### src/rtl/fmmp_pkg.sv
// ----------------------------------------------------------------------------
// fmmp_pkg
// Widths, types and the modular add shared by the Fibonacci matrix unit.
// ----------------------------------------------------------------------------
package fmmp_pkg;

  localparam int IDX_FIELD_W = 64;
  localparam int MOD_FIELD_W = 32;
  localparam int INDEX_BITS  = 64;
  localparam int MOD_BITS    = 32;

  localparam int IDX_CNT_W = $clog2(INDEX_BITS);
  localparam int MUL_CNT_W = $clog2(MOD_BITS + 1);

  typedef logic [INDEX_BITS-1:0] idx_t;
  typedef logic [MOD_BITS-1:0]   mod_t;

  localparam mod_t MOD_ONE = mod_t'(1);

  typedef struct packed {
    logic idle;
    logic done;
  } core_stat_t;

  // (a + b) mod m for a, b < m
  function automatic mod_t add_mod(mod_t a, mod_t b, mod_t m);
    logic [MOD_BITS:0] s;
    s = {1'b0, a} + {1'b0, b};
    if (s >= {1'b0, m}) s = s - {1'b0, m};
    return s[MOD_BITS-1:0];
  endfunction

endpackage

### src/rtl/fmmp_mulmod.sv
// ----------------------------------------------------------------------------
// fmmp_mulmod
// Bit-serial modular multiplier: x * y mod m, one bit of y per cycle, MSB first.
// ----------------------------------------------------------------------------
module fmmp_mulmod import fmmp_pkg::*; (
  input  logic clk,
  input  logic rst_n,
  input  logic start,
  input  mod_t x,
  input  mod_t y,
  input  mod_t m,
  output logic busy,
  output mod_t prod
);

  logic [MUL_CNT_W-1:0] cnt_r, cnt_nxt;
  mod_t x_r, x_nxt;
  mod_t y_r, y_nxt;
  mod_t r_r, r_nxt;

  logic [MOD_BITS:0] m_ext, dbl, dbl_red, sum, sum_red;

  assign busy = (cnt_r != '0);
  assign prod = r_r;

  always_comb begin
    m_ext   = {1'b0, m};
    dbl     = {r_r, 1'b0};
    dbl_red = (dbl >= m_ext) ? dbl - m_ext : dbl;
    sum     = dbl_red + (y_r[MOD_BITS-1] ? {1'b0, x_r} : '0);
    sum_red = (sum >= m_ext) ? sum - m_ext : sum;

    cnt_nxt = cnt_r;
    x_nxt   = x_r;
    y_nxt   = y_r;
    r_nxt   = r_r;
    if (start) begin
      cnt_nxt = MUL_CNT_W'(MOD_BITS);
      x_nxt   = x;
      y_nxt   = y;
      r_nxt   = '0;
    end else if (busy) begin
      cnt_nxt = cnt_r - MUL_CNT_W'(1);
      y_nxt   = y_r << 1;
      r_nxt   = sum_red[MOD_BITS-1:0];
    end
  end

  always_ff @(posedge clk) begin
    if (!rst_n) begin
      cnt_r <= '0;
    end else begin
      cnt_r <= cnt_nxt;
    end
  end

  always_ff @(posedge clk) begin
    x_r <= x_nxt;
    y_r <= y_nxt;
    r_r <= r_nxt;
  end

endmodule

### src/rtl/fmmp_core.sv
// ----------------------------------------------------------------------------
// fmmp_core
// Square-and-multiply sequencer over the index bits with four multiplier lanes.
// ----------------------------------------------------------------------------
module fmmp_core import fmmp_pkg::*; (
  input  logic       clk,
  input  logic       rst_n,
  input  logic       start,
  input  idx_t       index,
  input  mod_t       modulus,
  input  logic       take,
  output core_stat_t stat,
  output mod_t       result
);

  localparam logic [2:0] S_IDLE = 3'd0;
  localparam logic [2:0] S_PREP = 3'd1;
  localparam logic [2:0] S_MUL  = 3'd2;
  localparam logic [2:0] S_QS   = 3'd3;
  localparam logic [2:0] S_DONE = 3'd4;

  logic [2:0]           state_r, state_nxt;
  logic [IDX_CNT_W-1:0] bit_cnt_r, bit_cnt_nxt;
  idx_t                 n_r, n_nxt;
  mod_t                 m_r, m_nxt;
  // power of Q is symmetric: [[a, b], [b, c]]
  mod_t                 a_r, a_nxt;
  mod_t                 b_r, b_nxt;
  mod_t                 c_r, c_nxt;

  logic       lane_start;
  logic [3:0] lane_busy;
  mod_t       lane_x [4];
  mod_t       lane_y [4];
  mod_t       lane_p [4];
  mod_t       one_v;

  assign lane_start = (state_r == S_PREP);
  assign lane_x[0] = a_r;
  assign lane_y[0] = a_r;
  assign lane_x[1] = b_r;
  assign lane_y[1] = b_r;
  assign lane_x[2] = c_r;
  assign lane_y[2] = c_r;
  assign lane_x[3] = b_r;
  assign lane_y[3] = add_mod(a_r, c_r, m_r);

  for (genvar g = 0; g < 4; g++) begin : g_lane
    fmmp_mulmod u_mul (
      .clk   (clk),
      .rst_n (rst_n),
      .start (lane_start),
      .x     (lane_x[g]),
      .y     (lane_y[g]),
      .m     (m_r),
      .busy  (lane_busy[g]),
      .prod  (lane_p[g])
    );
  end

  assign stat.idle = (state_r == S_IDLE);
  assign stat.done = (state_r == S_DONE);
  assign result    = b_r;
  assign one_v     = (modulus == MOD_ONE) ? '0 : MOD_ONE;

  always_comb begin
    state_nxt   = state_r;
    bit_cnt_nxt = bit_cnt_r;
    n_nxt       = n_r;
    m_nxt       = m_r;
    a_nxt       = a_r;
    b_nxt       = b_r;
    c_nxt       = c_r;
    unique case (state_r)
      S_IDLE: begin
        if (start) begin
          m_nxt       = modulus;
          n_nxt       = index;
          bit_cnt_nxt = IDX_CNT_W'(INDEX_BITS - 1);
          a_nxt       = one_v;
          b_nxt       = '0;
          c_nxt       = one_v;
          state_nxt   = (modulus == '0) ? S_DONE : S_PREP;
        end
      end
      S_PREP: begin
        state_nxt = S_MUL;
      end
      S_MUL: begin
        if (lane_busy == '0) begin
          a_nxt     = add_mod(lane_p[0], lane_p[1], m_r);
          b_nxt     = lane_p[3];
          c_nxt     = add_mod(lane_p[1], lane_p[2], m_r);
          state_nxt = S_QS;
        end
      end
      S_QS: begin
        if (n_r[INDEX_BITS-1]) begin
          a_nxt = add_mod(a_r, b_r, m_r);
          b_nxt = a_r;
          c_nxt = b_r;
        end
        n_nxt = n_r << 1;
        if (bit_cnt_r == '0) begin
          state_nxt = S_DONE;
        end else begin
          bit_cnt_nxt = bit_cnt_r - IDX_CNT_W'(1);
          state_nxt   = S_PREP;
        end
      end
      S_DONE: begin
        if (take) state_nxt = S_IDLE;
      end
      default: state_nxt = S_IDLE;
    endcase
  end

  always_ff @(posedge clk) begin
    if (!rst_n) begin
      state_r <= S_IDLE;
    end else begin
      state_r <= state_nxt;
    end
  end

  always_ff @(posedge clk) begin
    bit_cnt_r <= bit_cnt_nxt;
    n_r       <= n_nxt;
    m_r       <= m_nxt;
    a_r       <= a_nxt;
    b_r       <= b_nxt;
    c_r       <= c_nxt;
  end

endmodule

### src/rtl/fibonacci_mod_matrix_power_unit.sv
// ----------------------------------------------------------------------------
// fibonacci_mod_matrix_power_unit
// F(n) mod m by 2x2 matrix square-and-multiply with bit-serial modular products.
// ----------------------------------------------------------------------------
// Input channel in_valid / in_stall carries one request: in_fib_index (n) and
// in_modulus (m). The result leaves on out_valid / out_stall as out_fib_mod.
// A request is taken when valid is high and stall is low.
// One request is in work at a time; every index bit costs one pass of the
// four bit-serial modular multipliers plus a square update and Q step.
// A modulus of zero answers 0 without a multiplier pass. The core returns to
// idle once its result moves into the output register, and only then takes
// the next request.
// The result sits in an output register; while it waits the next request is
// already accepted and worked on. A finished result held back by out_stall
// keeps the core in its done state and in_stall high until the slot frees.
// Synchronous active-low reset empties the output register and returns the
// sequencer to idle; the request in work, if any, is dropped.
// ----------------------------------------------------------------------------
module fibonacci_mod_matrix_power_unit import fmmp_pkg::*; (
  input  logic                   clk,
  input  logic                   rst_n,
  input  logic                   in_valid,
  output logic                   in_stall,
  input  logic [IDX_FIELD_W-1:0] in_fib_index,
  input  logic [MOD_FIELD_W-1:0] in_modulus,
  output logic                   out_valid,
  input  logic                   out_stall,
  output logic [MOD_FIELD_W-1:0] out_fib_mod
);

  core_stat_t stat;
  mod_t       core_result;
  logic       out_free;
  logic       out_valid_r, out_valid_nxt;
  logic [MOD_FIELD_W-1:0] out_data_r, out_data_nxt;

  assign in_stall = !stat.idle;
  assign out_free = !out_valid_r || !out_stall;

  fmmp_core u_core (
    .clk     (clk),
    .rst_n   (rst_n),
    .start   (in_valid && !in_stall),
    .index   (in_fib_index[INDEX_BITS-1:0]),
    .modulus (in_modulus[MOD_BITS-1:0]),
    .take    (out_free),
    .stat    (stat),
    .result  (core_result)
  );

  always_comb begin
    out_valid_nxt = out_valid_r;
    out_data_nxt  = out_data_r;
    if (stat.done && out_free) begin
      out_valid_nxt = 1'b1;
      out_data_nxt  = MOD_FIELD_W'(core_result);
    end else if (!out_stall) begin
      out_valid_nxt = 1'b0;
    end
  end

  always_ff @(posedge clk) begin
    if (!rst_n) begin
      out_valid_r <= 1'b0;
    end else begin
      out_valid_r <= out_valid_nxt;
    end
  end

  always_ff @(posedge clk) begin
    out_data_r <= out_data_nxt;
  end

  assign out_valid   = out_valid_r;
  assign out_fib_mod = out_data_r;

endmodule

### config.mk
export PLATFORM = sky130hd
export DESIGN_NAME = fibonacci_mod_matrix_power_unit
export DESIGN_NICKNAME = d
export VERILOG_FILES = /design/src/rtl/fmmp_pkg.sv /design/src/rtl/fmmp_mulmod.sv /design/src/rtl/fmmp_core.sv /design/src/rtl/fibonacci_mod_matrix_power_unit.sv
export SDC_FILE = /design/constraint.sdc
export NUM_CORES = 2
export LEC_CHECK = 0
export BUFFER_PORTS_ARGS = -buffer_cell sky130_fd_sc_hd__buf_2
export CORE_AREA = 4 4 400 402
export DETAILED_ROUTE_END_ITERATION = 10
export DIE_AREA = 0 0 404 406
export PLACE_DENSITY = 0.62
export SYNTH_ARGS = -nofsm -noshare
export SYNTH_HDL_FRONTEND = slang
export SYNTH_HIERARCHICAL = 1
export SYNTH_SLANG_ARGS = --single-unit
### constraint.sdc
create_clock -name clk -period 25.4 [get_ports clk]
set_clock_uncertainty 0.2 [all_clocks]
set_input_delay 2.54 -clock clk [delete_from_list [all_inputs] [get_ports clk]]
set_output_delay 2.54 -clock clk [all_outputs]
set_load 0.01 [all_outputs]
# Word-level counts from Yosys, hierarchy flattened
# Index checks and enable logic that the tools add are counted.
# op_classes
n_addsub,25
n_mul,0
div_mod_pow,0
magnitude_cmp,12
n_eq_ne,11
shift,0
n_mux,57
n_bitwise,1
n_reduce_logical,26
# ops
op,n
$mux W32,28
$ge A33 B32 Y1,12
$pmux W32 S3,3
$sub A32 B32 Y32,8
$add A32 B32 Y33,4
$add A33 B32 Y33,4
$mux W33,4
$sub A33 B32 Y33,4
$pmux W64 S2,1
$mux W64,1
$mux W6,10
$eq A32 B1 Y1 const B,1
$logic_not A32 Y1,1
$sub A6 B1 Y6 const B,5
$reduce_bool A6 Y1,4
$mux W3,5
$pmux W3 S5,1
$pmux W6 S2,1
$ne A2 B1 Y1 const B,5
$reduce_bool A2 Y1,5
$eq A3 B2 Y1 const B,2
$logic_not A6 Y1,1
$reduce_and A3 Y1,2
$logic_not A4 Y1,1
13 further kinds,19
# totals
ff_bits,610
latch_bits,0
ramBits,0
romBits,0
in_bits,100
out_inout_bits,34
wordCells,160
memories,0

# Logic depth before layout (Yosys ltp)
# depth
depth_word,5
depth_mapped,36

# Hierarchy
# Netlist, hierarchy kept.
# by_module_without_submodules
module,n_inst,cells_each,area_each_um2,seq_area_each_um2
fmmp_core,1,2634,22218.8,6005.8
fmmp_mulmod (u_core.g_lane[1].u_mul ...),2,1171,9924.5,2682.6
fmmp_mulmod (u_core.g_lane[3].u_mul),1,1139,9653.0,2682.6
fmmp_mulmod (u_core.g_lane[0].u_mul),1,1116,9559.2,2682.6
fibonacci_mod_matrix_power_unit,1,39,1012.2,980.9

# Worst setup path after synthesis
# No wires, ideal clock.
# synth_path
path_kind,flip-flop to flip-flop
from,reg u_core.state_r[0]
to,reg u_core.g_lane[0].u_mul.y_r[0] (enable)
setup_ns,0.387
arrival_time_ns,11.503
required_ns,24.813
slack_ns,13.310
path_stages_with_launch,7
path_buffers,3
cell_sequence,dfxtp_1 clkbuf_1 nor3b_1 clkbuf_1 nor2_1 clkbuf_1 inv_1
# synth_between
elab_chain_len,2
# synth_rtl
item,line_no,text
"start, declared",fmmp_core.sv:22,"logic [2:0] state_r, state_nxt;"
"start signal, assigned",fmmp_core.sv:122,state_r <= state_nxt;
$eq A3 B1 Y1,fmmp_core.sv:38,assign lane_start = (state_r == S_PREP);
net u_core.lane_start,fmmp_core.sv:31,logic lane_start;
$reduce_bool A2 Y1 (no line),-,
"end signal, assigned",fmmp_mulmod.sv:59,y_r <= y_nxt;
"end, declared",fmmp_mulmod.sv:18,"mod_t y_r, y_nxt;"
# The timed path passes the listed nets, and every way through them passes these cells.
# A chain may end at the register's enable or synchronous reset.

# Worst setup path after layout
# layout_path
from,reg u_core.m_r[8]
to,reg u_core.g_lane[3].u_mul.r_r[29]
# layout_between
elab_chain_len,5
elab_cells_between_ends,7
# layout_rtl
item,line_no,text
"start, declared",fmmp_core.sv:25,"mod_t m_r, m_nxt;"
"start signal, assigned",fmmp_core.sv:129,m_r <= m_nxt;
$sub A33 B32 Y33 or $ge A33 B32 Y1 (tied branches),fmmp_mulmod.sv:29,dbl_red = (dbl >= m_ext) ? dbl - m_ext : dbl;
$mux W33,fmmp_mulmod.sv:29,
$add A33 B32 Y33,fmmp_mulmod.sv:30,"sum = dbl_red + (y_r[MOD_BITS-1] ? {1'b0, x_r} : '0);"
$sub A32 B32 Y32 or $ge A33 B32 Y1 (tied branches),fmmp_mulmod.sv:31,sum_red = (sum >= m_ext) ? sum - m_ext : sum;
$mux W32 *,fmmp_mulmod.sv:31,
"end signal, assigned",fmmp_mulmod.sv:60,r_r <= r_nxt;
"end, declared",fmmp_mulmod.sv:19,"mod_t r_r, r_nxt;"
# Mark *: on every way between the ends. The rest lies on a longest branch, timed or not.

==> metrics.txt <==
number of flops mapped to enable cells by yosys=486; crit share post-route=39.6%; Max Slew Vio Count=0; Gate Count Post-Synth=7,270; Vias=57,900; Avg Inst Size Synth=8.57 um2; Via density=6.14; DIE AREA=164,000 um2; Seq/Total Area, Yosys=28.4%; Num CTS Buffers=83; mux contribution to synthesized area=4.11%; DRT iter0 DRCs=6,595; asr flop ratio synth=0%; DRC Markers=0; setup TNS=0 ns; Clock Pin Slew Worst Setup and Hold Paths=0.06 ns; final hold violation count=0; area delta synth->final=8.56%; starting density of the core=39.9%; largest family of logic cells by synthesized area=compound AO/OA/AOI/OAI gates; share of cells above drive strength 1=8.56%; clock root buffer=clkbuf_16; worst path required time=25.84 ns; Placed Cells=9,255; top cells by area, synth=edfxtp_1, ha_1, a21oi_1; DRT antenna net count=0; final setup violating endpoints=0; Post-CTS Setup Bufs=0; num ports=134; CP startpoint kind=flip-flop; fillcell total=15,400; hold_buf cts=0; Simple-Gate Fraction of Synth Area=17.1%; Post-Route WL=245 mm; gp weighted congestion=1.02; CTS tree=done; Tmin final=10.06 ns; total congestion overflow=0; CP endpoint kind=flip-flop; largest net degree at the start of global routing=92; wire per inst=26.0 um; CTS-repair resized insts=0; Die W=404 um; port bufs=133; Synth Flop Type=edfxtp_1; crit path DAT=10.50 ns; initial antenna violation count=21; Least-Margin Pin Slew=1.09 ns; Hold WC Path Type=flip-flop to flip-flop; # rows=145; Mapped Nets=8,036; Setup CP Type=flip-flop to flip-flop; complex-gate fraction of the synthesized area=24.5%; Clock Latency Late Sink=0.74 ns; Yosys reg bits=642; f_max=99.4 MHz; post-synthesis cell area=62,300 um2; post-synthesis adder-cell area fraction=13.6%; Crit. Startpoint=u_core/m_r[8]; Worst R2R Start=u_core/m_r[8]; outcome=complete, no violations; Clock Tree Buf Depth=3; most frequent CP cell=o21ai_0; H-tree depth=3; cell taking the most area after synthesis=edfxtp_1; slowest stage delay, CP=1.22 ns; vias in the first global route=53,100; DR pass1 iterations=8; final cell count without fillers=9,429; CP max stage cell=or4_2; NumNets Final=8,048; Ys Warns=6; GRT Total Usage=28.9%; max cap viols=0; Die Ht=406 um; total core area=156,000 um2; RSZ-0062 raised after global routing=no; top cells by count, synth=nand2_1, ha_1, a21oi_1, edfxtp_1, nor2_1; first-pass GRT wire length=354 mm; Hold Crit Start=u_core/g_lane[0].u_mul/cnt_r[5]; Post-Synth XOR/XNOR Area=7.69%; hpwl dp=194 mm; CP Max Fanout=52; Synth top area share=23.4%; Slew HR=26.4%; top-count cell post-synth=nand2_1; Sink Count=642; synth unique cells=120
per-stage QoR:
step / setup WS [ns] / hold WS [ns] / instance area [um2] / utilization [%]
3_3_place_gp: 15.69 / 0.266 / 64800 / 41.6
3_5_place_dp: 15.57 / 0.286 / 64800 / 41.6
6_report: 15.34 / 0.291 / 67600 / 43.3
5_1_grt: 14.80 / 0.301 / 67600 / 43.3
4_1_cts: 15.53 / 0.298 / 67600 / 43.3
2_1_floorplan: 13.31 / 0.246 / 62300 / -
critical path: cells and delay by family (launching register included):
family / cells / cell delay (ns)
compound gates: 18 / 4.80
simple gates: 5 / 2.31
fa+ha+maj: 3 / 0.94
buf+inv: 3 / 0.65
flops: 1 / 0.45
mux: 1 / 0.42
xor+xnor: 1 / 0.17
path summary, 6_finish.rpt:
| check | to | slack [ns] | cells after the start |
|---|---|---|---|
| setup / recovery | u_core/g_lane[3].u_mul/prod[29] | 15.34 | 31 |
| setup reg to reg | u_core/g_lane[3].u_mul/prod[29] | 15.34 | 31 |
| hold / removal | u_core/g_lane[0].u_mul/cnt_r[4] | 0.29 | 2 |
| hold reg to reg | u_core/g_lane[0].u_mul/cnt_r[4] | 0.29 | 2 |
registers in the layout (all words and copies together), names as in the netlist:
register and count:
out_fib_mod 32, out_valid 1, u_core/a_r 32, u_core/bit_cnt_r 6, u_core/c_r 32, u_core/g_lane.u_mul/cnt_r 24, u_core/g_lane.u_mul/prod 128, u_core/g_lane.u_mul/x_r 128
u_core/g_lane.u_mul/y_r 128, u_core/m_r 32, u_core/n_r 64, u_core/result 32, u_core/state_r 3
logic make-up after synthesis:
family,count (synthesis)
buffers and inverters,661
AND/OR/NAND/NOR,2212
flip-flops,642
adder cells (fa/ha/maj),666
AO/OA/AOI/OAI,2311
XOR/XNOR,541
multiplexers,237
cell type report:
| class | count | area (um2) | area share (%) |
|---|---|---|---|
| multi-input combinational | 5967 | 41900 | 61.9 |
| sequential | 642 | 17700 | 26.2 |
| tap | 2058 | 2570 | 3.81 |
| clock buffer | 102 | 2200 | 3.25 |
| inverter | 381 | 1430 | 2.11 |
| timing repair buffer | 207 | 1250 | 1.84 |
| clock inverter | 53 | 533 | 0.788 |
| antenna | 19 | 47.5 | 0.0703 |
cell usage in the layout, fill, tap and decap left out, types with 78 or more instances in the layout:
cell / count
clkbuf_16: 83
xnor2_1: 331
nor3_1: 136
nor2_1: 473
edfxtp_1: 486
ha_1: 646
mux2i_1: 87
buf_2: 133
and2_1: 165
nand4_1: 104
nand3_1: 182
a21o_1: 247
a211oi_1: 109
o21ai_0: 426
nand2_1: 724
o21a_1: 101
nand2b_1: 79
dfxtp_1: 156
o211ai_1: 78
xor2_1: 206
a21oi_1: 641
inv_1: 378
mux2_2: 145
routing by layer:
metal	up-vias	share of wire, %	track usage, %
met1	27800	43	39.8
li1	27100	-	-
met4	2	5.7	14.2
met2	2596	42	42.9
met3	469	9.6	6.01
met5	-	0.0049	0
Power is left out: the tool's default activity adds up to more than one toggle a clock period on the data nets, which glitch-free logic cannot reach.
